`config.mk`:
```
export PLATFORM = sky130hd
export DESIGN_NAME = serial_command_line_decoder_core
export DESIGN_NICKNAME = d
export VERILOG_FILES = /design/src/rtl/scld_pkg.sv /design/src/rtl/scld_digit_acc.sv /design/src/rtl/serial_command_line_decoder_core.sv
export SDC_FILE = /design/constraint.sdc
export NUM_CORES = 1
export LEC_CHECK = 0
export BUFFER_PORTS_ARGS = -buffer_cell sky130_fd_sc_hd__buf_4
export CAP_MARGIN = 0
export CORE_MARGIN = 2
export CORE_UTILIZATION = 65
export CTS_BUF_LIST = sky130_fd_sc_hd__clkbuf_2
export DETAILED_ROUTE_END_ITERATION = 8
export GPL_ROUTABILITY_DRIVEN = 0
export MAX_ROUTING_LAYER = met4
export PLACE_DENSITY = 0.84
export SLEW_MARGIN = 20
export SYNTH_ARGS = -nofsm -noshare
export SYNTH_HDL_FRONTEND = slang
export SYNTH_SLANG_ARGS = --single-unit
```
`constraint.sdc`:
```
create_clock -name clock -period 7.7 [get_ports clock]
set_input_delay 0.385 -clock clock [delete_from_list [all_inputs] [get_ports clock]]
set_output_delay 0.385 -clock clock [all_outputs]
set_load 0.03 [all_outputs]
```
`src/rtl/scld_pkg.sv`:
```
// package for the serial command line decoder
// holds event codes, mode codes, command letters, character constants and size defaults
package scld_pkg;

   localparam int LINE_BUFFER_BYTES_DEF = 12;
   localparam logic [9:0] NUM_SAT = 10'd1023;

   localparam logic [3:0] EV_STAND     = 4'd0;
   localparam logic [3:0] EV_TROT      = 4'd1;
   localparam logic [3:0] EV_STEP      = 4'd2;
   localparam logic [3:0] EV_HIGH      = 4'd3;
   localparam logic [3:0] EV_LOW       = 4'd4;
   localparam logic [3:0] EV_SHIFT     = 4'd5;
   localparam logic [3:0] EV_ROLL      = 4'd6;
   localparam logic [3:0] EV_STOPALL   = 4'd7;
   localparam logic [3:0] EV_MOTORSTOP = 4'd8;
   localparam logic [3:0] EV_MOTORSET  = 4'd9;
   localparam logic [3:0] EV_APPLY     = 4'd10;
   localparam logic [3:0] EV_CANCEL    = 4'd11;
   localparam logic [3:0] EV_PENDING   = 4'd12;
   localparam logic [3:0] EV_SELECT    = 4'd13;
   localparam logic [3:0] EV_UNKNOWN   = 4'd14;

   localparam logic [1:0] CTL_CALIBRATE = 2'd0;
   localparam logic [1:0] CTL_STANDING  = 2'd1;
   localparam logic [1:0] CTL_TROTTING  = 2'd2;
   localparam logic [1:0] CTL_STEPPING  = 2'd3;

   // command letters, upper case
   localparam logic [7:0] CMD_STAND = 8'h47;
   localparam logic [7:0] CMD_TROT  = 8'h54;
   localparam logic [7:0] CMD_STEP  = 8'h41;
   localparam logic [7:0] CMD_HIGH  = 8'h48;
   localparam logic [7:0] CMD_LOW   = 8'h4C;
   localparam logic [7:0] CMD_SHIFT = 8'h58;
   localparam logic [7:0] CMD_ROLL  = 8'h52;
   localparam logic [7:0] CMD_STOP  = 8'h53;
   localparam logic [7:0] CMD_MOTOR = 8'h4D;
   localparam logic [7:0] CMD_YES   = 8'h59;
   localparam logic [7:0] CMD_NO    = 8'h4E;

   localparam logic [7:0] CH_CR    = 8'h0D;
   localparam logic [7:0] CH_LF    = 8'h0A;
   localparam logic [7:0] CH_COLON = 8'h3A;
   localparam logic [7:0] CH_MINUS = 8'h2D;

   // digit accumulator request
   typedef struct packed {
      logic [9:0] acc;
      logic [7:0] ch;
   } acc_req_type;

   function automatic logic is_digit(input logic [7:0] c);
      return (c >= 8'h30) && (c <= 8'h39);
   endfunction

   function automatic logic is_letter(input logic [7:0] c);
      return ((c >= 8'h41) && (c <= 8'h5A)) || ((c >= 8'h61) && (c <= 8'h7A));
   endfunction

   function automatic logic [7:0] to_upper(input logic [7:0] c);
      if ((c >= 8'h61) && (c <= 8'h7A)) return c - 8'd32;
      return c;
   endfunction

endpackage

```
`src/rtl/scld_digit_acc.sv`:
```
// shared digit accumulator: acc*10 + digit, saturating at 1023
// depends on scld_pkg
module scld_digit_acc (
   input  scld_pkg::acc_req_type req,
   output logic [9:0]            acc_out
);
   logic [14:0] sum;

   // times ten as shift and add, then saturate
   always_comb begin
      sum = {2'b00, req.acc, 3'b000} + {4'b0000, req.acc, 1'b0}
            + {11'd0, req.ch[3:0]};
      acc_out = (sum > {5'd0, scld_pkg::NUM_SAT}) ? scld_pkg::NUM_SAT : sum[9:0];
   end
endmodule

```
`src/rtl/serial_command_line_decoder_core.sv`:
```
// top level of the serial command line decoder
// depends on scld_pkg and scld_digit_acc
//
// Bytes are buffered only while the sequencer is idle; req_stall is high
// otherwise. A CR or LF after a non-empty line starts a sequencer that
// walks the buffered characters one at a time through a shared digit
// accumulator; the result then waits in an output register until taken.
// No reset clearing pass is needed.
module serial_command_line_decoder_core #(
   parameter int LINE_BUFFER_BYTES = scld_pkg::LINE_BUFFER_BYTES_DEF
) (
   input  logic              clock,
   input  logic              reset,
   input  logic              req_valid,
   output logic              req_stall,
   input  logic [7:0]        req_rx_byte,
   output logic              rsp_valid,
   input  logic              rsp_stall,
   output logic [3:0]        rsp_event_res,
   output logic [1:0]        rsp_mode,
   output logic [1:0]        rsp_step_phase,
   output logic [1:0]        rsp_motor_index,
   output logic [6:0]        rsp_motor_speed,
   output logic              rsp_motor_forward,
   output logic [3:0]        rsp_servo_number,
   output logic [8:0]        rsp_servo_angle,
   output logic signed [6:0] rsp_foot_shift,
   output logic [7:0]        rsp_first_char
);
   localparam int MAXC = LINE_BUFFER_BYTES - 1;
   localparam int LW = $clog2(LINE_BUFFER_BYTES + 1);
   localparam int AW = $clog2(LINE_BUFFER_BYTES);

   typedef enum logic [2:0] {
      ST_IDLE, ST_NUM1, ST_SKIP, ST_NUM2, ST_SKIP2, ST_NUM3, ST_DONE, ST_OUT
   } state_type;

   state_type   state_ff;
   logic [7:0]  line_ff [LINE_BUFFER_BYTES];
   logic [LW-1:0] len_ff, pos_ff;
   logic [9:0]  n1_ff, n2_ff, n3_ff;
   logic        neg_ff, has3_ff;
   logic [1:0]  mode_ff, phase_ff;
   logic [3:0]  sel_ff, pserv_ff;
   logic        pflag_ff;
   logic [8:0]  pang_ff;

   logic [3:0] ev_ff;
   logic [1:0] mi_ff;
   logic [6:0] ms_ff;
   logic       mf_ff;
   logic [3:0] sn_ff;
   logic [8:0] sa_ff;
   logic [6:0] fs_ff;
   logic [7:0] fc_ff;

   logic [7:0] cur, f, u;
   scld_pkg::acc_req_type areq;
   logic [9:0] acc_in;

   // character at the walk position, zero past the line end
   always_comb begin
      cur = (pos_ff < len_ff) ? line_ff[pos_ff[AW-1:0]] : 8'd0;
      f = line_ff[0];
      u = scld_pkg::to_upper(f);
      areq.ch = cur;
      case (state_ff)
         ST_NUM2: areq.acc = n2_ff;
         ST_NUM3: areq.acc = n3_ff;
         default: areq.acc = n1_ff;
      endcase
   end

   scld_digit_acc u_acc (.req(areq), .acc_out(acc_in));

   assign req_stall = (state_ff != ST_IDLE);
   assign rsp_valid = (state_ff == ST_OUT);
   assign rsp_event_res = ev_ff;
   assign rsp_mode = mode_ff;
   assign rsp_step_phase = phase_ff;
   assign rsp_motor_index = mi_ff;
   assign rsp_motor_speed = ms_ff;
   assign rsp_motor_forward = mf_ff;
   assign rsp_servo_number = sn_ff;
   assign rsp_servo_angle = sa_ff;
   assign rsp_foot_shift = fs_ff;
   assign rsp_first_char = fc_ff;

   // line buffer, sequencer and control state
   always_ff @(posedge clock) begin
      if (reset) begin
         state_ff <= ST_IDLE;
         len_ff <= '0;
         mode_ff <= scld_pkg::CTL_CALIBRATE;
         phase_ff <= 2'd0;
         sel_ff <= 4'd1;
         pflag_ff <= 1'b0;
         pserv_ff <= 4'd0;
         pang_ff <= 9'd0;
      end else begin
         case (state_ff)
            ST_IDLE: begin
               if (req_valid) begin
                  if (req_rx_byte == scld_pkg::CH_CR || req_rx_byte == scld_pkg::CH_LF) begin
                     if (len_ff != '0) begin
                        n1_ff <= '0; n2_ff <= '0; n3_ff <= '0;
                        neg_ff <= 1'b0; has3_ff <= 1'b0;
                        // numeric lines start at 0, letter lines at 1
                        pos_ff <= scld_pkg::is_digit(line_ff[0]) ? LW'(0) : LW'(1);
                        state_ff <= ST_NUM1;
                        if (scld_pkg::to_upper(line_ff[0]) == scld_pkg::CMD_SHIFT)
                           state_ff <= ST_SKIP;
                     end
                  end else if (scld_pkg::is_digit(req_rx_byte)
                               || req_rx_byte == scld_pkg::CH_COLON
                               || req_rx_byte == scld_pkg::CH_MINUS) begin
                     if (len_ff < LW'(MAXC)) begin
                        line_ff[len_ff[AW-1:0]] <= req_rx_byte;
                        len_ff <= len_ff + 1'b1;
                     end
                  end else if (scld_pkg::is_letter(req_rx_byte) && len_ff == '0) begin
                     line_ff[0] <= req_rx_byte;
                     len_ff <= LW'(1);
                  end
               end
            end
            // x command: optional colon then optional minus
            ST_SKIP: begin
               if (cur == scld_pkg::CH_COLON && !has3_ff) begin
                  pos_ff <= pos_ff + 1'b1;
                  has3_ff <= 1'b1;
               end else begin
                  if (cur == scld_pkg::CH_MINUS) begin
                     neg_ff <= 1'b1;
                     pos_ff <= pos_ff + 1'b1;
                  end
                  state_ff <= ST_NUM1;
               end
            end
            ST_NUM1: begin
               if (scld_pkg::is_digit(cur)) begin
                  n1_ff <= acc_in;
                  pos_ff <= pos_ff + 1'b1;
               end else if (scld_pkg::is_digit(f)) begin
                  // servo line: second number after the first colon
                  if (cur == scld_pkg::CH_COLON) begin
                     has3_ff <= 1'b1;
                     pos_ff <= pos_ff + 1'b1;
                     state_ff <= ST_NUM2;
                  end else if (pos_ff < len_ff) begin
                     pos_ff <= pos_ff + 1'b1;
                     state_ff <= ST_SKIP2;
                  end else state_ff <= ST_DONE;
               end else if (u == scld_pkg::CMD_MOTOR) begin
                  if (cur == scld_pkg::CH_COLON) pos_ff <= pos_ff + 1'b1;
                  state_ff <= ST_NUM2;
               end else state_ff <= ST_DONE;
            end
            // servo line: hunt for the first colon
            ST_SKIP2: begin
               if (cur == scld_pkg::CH_COLON) begin
                  has3_ff <= 1'b1;
                  pos_ff <= pos_ff + 1'b1;
                  state_ff <= ST_NUM2;
               end else if (pos_ff < len_ff) pos_ff <= pos_ff + 1'b1;
               else state_ff <= ST_DONE;
            end
            ST_NUM2: begin
               if (scld_pkg::is_digit(cur)) begin
                  n2_ff <= acc_in;
                  pos_ff <= pos_ff + 1'b1;
               end else if (u == scld_pkg::CMD_MOTOR && cur == scld_pkg::CH_COLON) begin
                  has3_ff <= 1'b1;
                  pos_ff <= pos_ff + 1'b1;
                  state_ff <= ST_NUM3;
               end else state_ff <= ST_DONE;
            end
            ST_NUM3: begin
               if (scld_pkg::is_digit(cur)) begin
                  n3_ff <= acc_in;
                  pos_ff <= pos_ff + 1'b1;
               end else state_ff <= ST_DONE;
            end
            // decode the command and update control state
            ST_DONE: begin
               len_ff <= '0;
               state_ff <= ST_OUT;
               mi_ff <= 2'd0; ms_ff <= 7'd0; mf_ff <= 1'b0; sn_ff <= 4'd0;
               sa_ff <= 9'd0; fs_ff <= 7'd0; fc_ff <= 8'd0;
               case (u)
                  scld_pkg::CMD_STAND: begin
                     mode_ff <= scld_pkg::CTL_STANDING;
                     ev_ff <= scld_pkg::EV_STAND;
                  end
                  scld_pkg::CMD_TROT: begin
                     mode_ff <= scld_pkg::CTL_TROTTING;
                     ev_ff <= scld_pkg::EV_TROT;
                  end
                  scld_pkg::CMD_STEP: begin
                     if (mode_ff != scld_pkg::CTL_STEPPING) begin
                        mode_ff <= scld_pkg::CTL_STEPPING;
                        phase_ff <= 2'd0;
                     end else phase_ff <= phase_ff + 2'd1;
                     ev_ff <= scld_pkg::EV_STEP;
                  end
                  scld_pkg::CMD_HIGH: begin
                     mode_ff <= scld_pkg::CTL_STANDING;
                     ev_ff <= scld_pkg::EV_HIGH;
                  end
                  scld_pkg::CMD_LOW: begin
                     mode_ff <= scld_pkg::CTL_STANDING;
                     ev_ff <= scld_pkg::EV_LOW;
                  end
                  scld_pkg::CMD_SHIFT: begin
                     if (n1_ff <= 10'd60) begin
                        fs_ff <= neg_ff ? 7'(-n1_ff[6:0]) : n1_ff[6:0];
                        ev_ff <= scld_pkg::EV_SHIFT;
                     end else state_ff <= ST_IDLE;
                  end
                  scld_pkg::CMD_ROLL: ev_ff <= scld_pkg::EV_ROLL;
                  scld_pkg::CMD_STOP: ev_ff <= scld_pkg::EV_STOPALL;
                  scld_pkg::CMD_MOTOR: begin
                     if (n1_ff <= 10'd3 && n2_ff <= 10'd100) begin
                        mi_ff <= n1_ff[1:0];
                        if (n2_ff == 10'd0) ev_ff <= scld_pkg::EV_MOTORSTOP;
                        else begin
                           ms_ff <= n2_ff[6:0];
                           mf_ff <= !has3_ff || (n3_ff != 10'd0);
                           ev_ff <= scld_pkg::EV_MOTORSET;
                        end
                     end else state_ff <= ST_IDLE;
                  end
                  scld_pkg::CMD_YES: begin
                     if (pflag_ff && pserv_ff >= 4'd1 && pserv_ff <= 4'd12) begin
                        sel_ff <= pserv_ff;
                        pflag_ff <= 1'b0;
                        sn_ff <= pserv_ff;
                        sa_ff <= pang_ff;
                        ev_ff <= scld_pkg::EV_APPLY;
                     end else state_ff <= ST_IDLE;
                  end
                  scld_pkg::CMD_NO: begin
                     pflag_ff <= 1'b0;
                     ev_ff <= scld_pkg::EV_CANCEL;
                  end
                  default: begin
                     if (scld_pkg::is_digit(f)) begin
                        if (has3_ff) begin
                           if (n1_ff >= 10'd1 && n1_ff <= 10'd12 && n2_ff <= 10'd270) begin
                              pserv_ff <= n1_ff[3:0]; pang_ff <= n2_ff[8:0];
                              pflag_ff <= 1'b1;
                              sn_ff <= n1_ff[3:0]; sa_ff <= n2_ff[8:0];
                              ev_ff <= scld_pkg::EV_PENDING;
                           end else state_ff <= ST_IDLE;
                        end else if (n1_ff >= 10'd1 && n1_ff <= 10'd12) begin
                           sel_ff <= n1_ff[3:0]; pflag_ff <= 1'b0;
                           sn_ff <= n1_ff[3:0];
                           ev_ff <= scld_pkg::EV_SELECT;
                        end else if (n1_ff <= 10'd270) begin
                           pserv_ff <= sel_ff; pang_ff <= n1_ff[8:0];
                           pflag_ff <= 1'b1;
                           sn_ff <= sel_ff; sa_ff <= n1_ff[8:0];
                           ev_ff <= scld_pkg::EV_PENDING;
                        end else state_ff <= ST_IDLE;
                     end else begin
                        fc_ff <= f;
                        ev_ff <= scld_pkg::EV_UNKNOWN;
                     end
                  end
               endcase
            end
            ST_OUT: if (!rsp_stall) state_ff <= ST_IDLE;
            default: state_ff <= ST_IDLE;
         endcase
      end
   end
endmodule

```
==> flow_summary.json <==
{
  "total_leakage_power_uw": 0.00436,
  "cap_viol_max_count": 0,
  "dp_hpwl_um": 17400,
  "tightestPinTransition_ps": 1020,
  "drive_gt1_frac": 0.190,
  "drtAntennaViolNets": 0,
  "cts_buffers": 50,
  "cts_max_level": 2,
  "synth_ff_type": "edfxtp_1",
  "cts_resized": 0,
  "vias": 8538,
  "period_needed_ps": 5570,
  "nets": 1085,
  "cts_setup_buffers": 0,
  "cp-start-kind": "flip-flop",
  "drt_wl_total_um": 26300,
  "synth_nets": 1011,
  "io_buffers": 59,
  "final_common_cell": "edfxtp_1",
  "antenna_found_initial": 1,
  "finalHoldViolations": 0,
  "synth_seq_cells": 207,
  "grt_max_degree": 39,
  "coreArea_mm2": 0.0165,
  "ys_warn_count": 0,
  "drv_slew": 0,
  "relSlewSlack": 0.317,
  "tns_ps": 0,
  "hold_path.class": "input pin to flip-flop",
  "wire_per_inst_um": 20.0,
  "pre_cts_slack_ps": 1910,
  "syn_area_mm2": 0.0109,
  "seq_area_frac_synth": 0.538,
  "cp-end-kind": "flip-flop",
  "power.density_mw_per_mm2": 163,
  "fp.dieH_um": 134,
  "row_count": 47,
  "die_area_mm2": 0.0179,
  "track_usage": 0.306,
  "final_cell_mix": "edfxtp_1, nor2_1, clkbuf_2, nand2_1",
  "max_freq_ghz": 0.180,
  "via_per_inst": 6.50,
  "io_pins": 60,
  "start_util": 0.663,
  "die_w_um": 134,
  "cts_hold_buf": 9,
  "vdd_drop_max_v": 0.000148,
  "ctsRootBufferMaster": "clkbuf_2",
  "arrival_ps": 6040,
  "drt-pass1-iter-count": 6,
  "post-place-cells": 1208,
  "cts_sinks": 207,
  "finalSetupViolCount": 0,
  "rsz0062_at_grt": "no",
  "fin_crit_sh": 0.723,
  "fin_skew_ps": 71.0,
  "avgSynthCellArea_um2": 11.2,
  "synth_edf_count": 174,
  "power_uw": 1970,
  "netlist_instances": 976,
  "clkTransAtPathRegs_ps": 110,
  "fill_cells": 1135,
  "required_ps": 8170,
  "grt_pass1_vias": 7948,
  "drtIter0Drc": 1217,
  "hold_slack_ps": 99.5,
  "clockBufferDepth": 3,
  "area_growth_pct": 10.3,
  "cp_max_fo": 30,
  "drc_errors": 0,
  "grt_pass1_wl_um": 41800,
  "outcome": "finished, final reports clean",
  "gr-total-overflow": 0,
  "layoutNonFillerInstCount": 1313,
  "synth_cell_types": 90,
  "setup_slack_ps": 2130,
  "crit_type": "flip-flop to flip-flop",
  "async_flop_share": 0,
  "cts_tree": "done",
  "insertion_delay_ps": 820
}
==> flip-flops by register name, indices dropped and copies added (netlist names), 2 cells and up, named ones only <==
register          flops
len_ff                4
line_ff              96
n1_ff                10
n2_ff                10
n3_ff                10
pang_ff               9
pos_ff                4
pserv_ff              4
rsp_event_res         4
rsp_first_char        8
rsp_foot_shift        7
rsp_mode              2
rsp_motor_index       2
rsp_motor_speed       7
rsp_servo_angle       9
rsp_servo_number      4
rsp_step_phase        2
sel_ff                4
state_ff              3
==> metrics by stage <==
step / util / area (µm²)
after detailed placement: 0.695 / 11500
final: 0.731 / 12100
after global routing: 0.731 / 12100
after floorplan: - / 10900
after CTS: 0.729 / 12000
after global placement: 0.695 / 11500
==> layer usage <==
layer / global-route usage / up-vias / part of all wire
li1: - / 3917 / -
met5: - / - / 0
met3: 0.0669 / 70 / 0.11
met2: 0.456 / 547 / 0.47
met4: 0.100 / 0 / 0.024
met1: 0.423 / 4004 / 0.40
==> where the power goes <==
group / leakage (µW) / switching, µW / total, µW / internal [µW]
clock: 0.000368 / 435 / 719 / 284
sequential: 0.00188 / 3.99 / 1210 / 1210
combinational: 0.00211 / 28.0 / 42.9 / 14.9
total: 0.00436 / 467 / 1970 / 1500
==> critical path: stages, from the launching register on <==
cell and delay [ps]:
dfxtp_1 930, a2111oi_0 340, o41ai_1 900, nand2_1 250, inv_1 100, ha_1 150
a21o_1 90, a21oi_1 80, nor3_1 300, nand4_1 210, a2111oi_1 630, mux2_2 430
o22ai_4 600, a31oi_1 180
==> worst paths after layout <==
check / end / start / depth (start not counted) / slack [ps]
max: n1_ff[3] / flip-flop / 13 / 2130
min reg2reg: rsp_mode[0] / rsp_mode[0] / 2 / 480
max reg2reg: n1_ff[3] / flip-flop / 13 / 2130
min: state_ff[1] / rsp_stall / 5 / 100
==> cell type report <==
type	instances	area (µm²)	area share
inverter	27	101	0.00839
clock buffer	82	410	0.0340
sequential	207	5890	0.487
antenna	1	2.50	0.000207
tap	220	275	0.0228
clock inverter	12	61.3	0.00508
multi-input combinational	686	4720	0.391
timing repair buffer	78	621	0.0514
==> cells by family (layout without fill, tap and decap cells) <==
kind of cell	after synthesis	count (layout)	synth area share
other	0	1	0
AND/OR/NAND/NOR	333	333	0.154
XOR/XNOR	17	17	0.0136
adder cells (fa/ha/maj)	23	23	0.0277
flip-flops	207	207	0.538
buffers and inverters	83	199	0.0342
multiplexers	56	56	0.0729
AO/OA/AOI/OAI	257	257	0.160
==> synth_stat cells (16+ instances only) <==
| master | n | area share |
|---|---|---|
| nor2_1 | 98 | 0.034 |
| a211oi_1 | 26 | 0.018 |
| nor3_1 | 27 | 0.012 |
| and3_1 | 16 | 0.0091 |
| a21oi_1 | 68 | 0.031 |
| o21ai_0 | 40 | 0.018 |
| nand2b_1 | 17 | 0.0097 |
| inv_1 | 25 | 0.0086 |
| mux2i_1 | 28 | 0.026 |
| clkbuf_1 | 40 | 0.014 |
| nand2_1 | 78 | 0.027 |
| edfxtp_1 | 174 | 0.48 |
| dfxtp_1 | 33 | 0.060 |
| a22oi_1 | 18 | 0.012 |
| ha_1 | 21 | 0.024 |
Power figures use the tool's default switching activity.
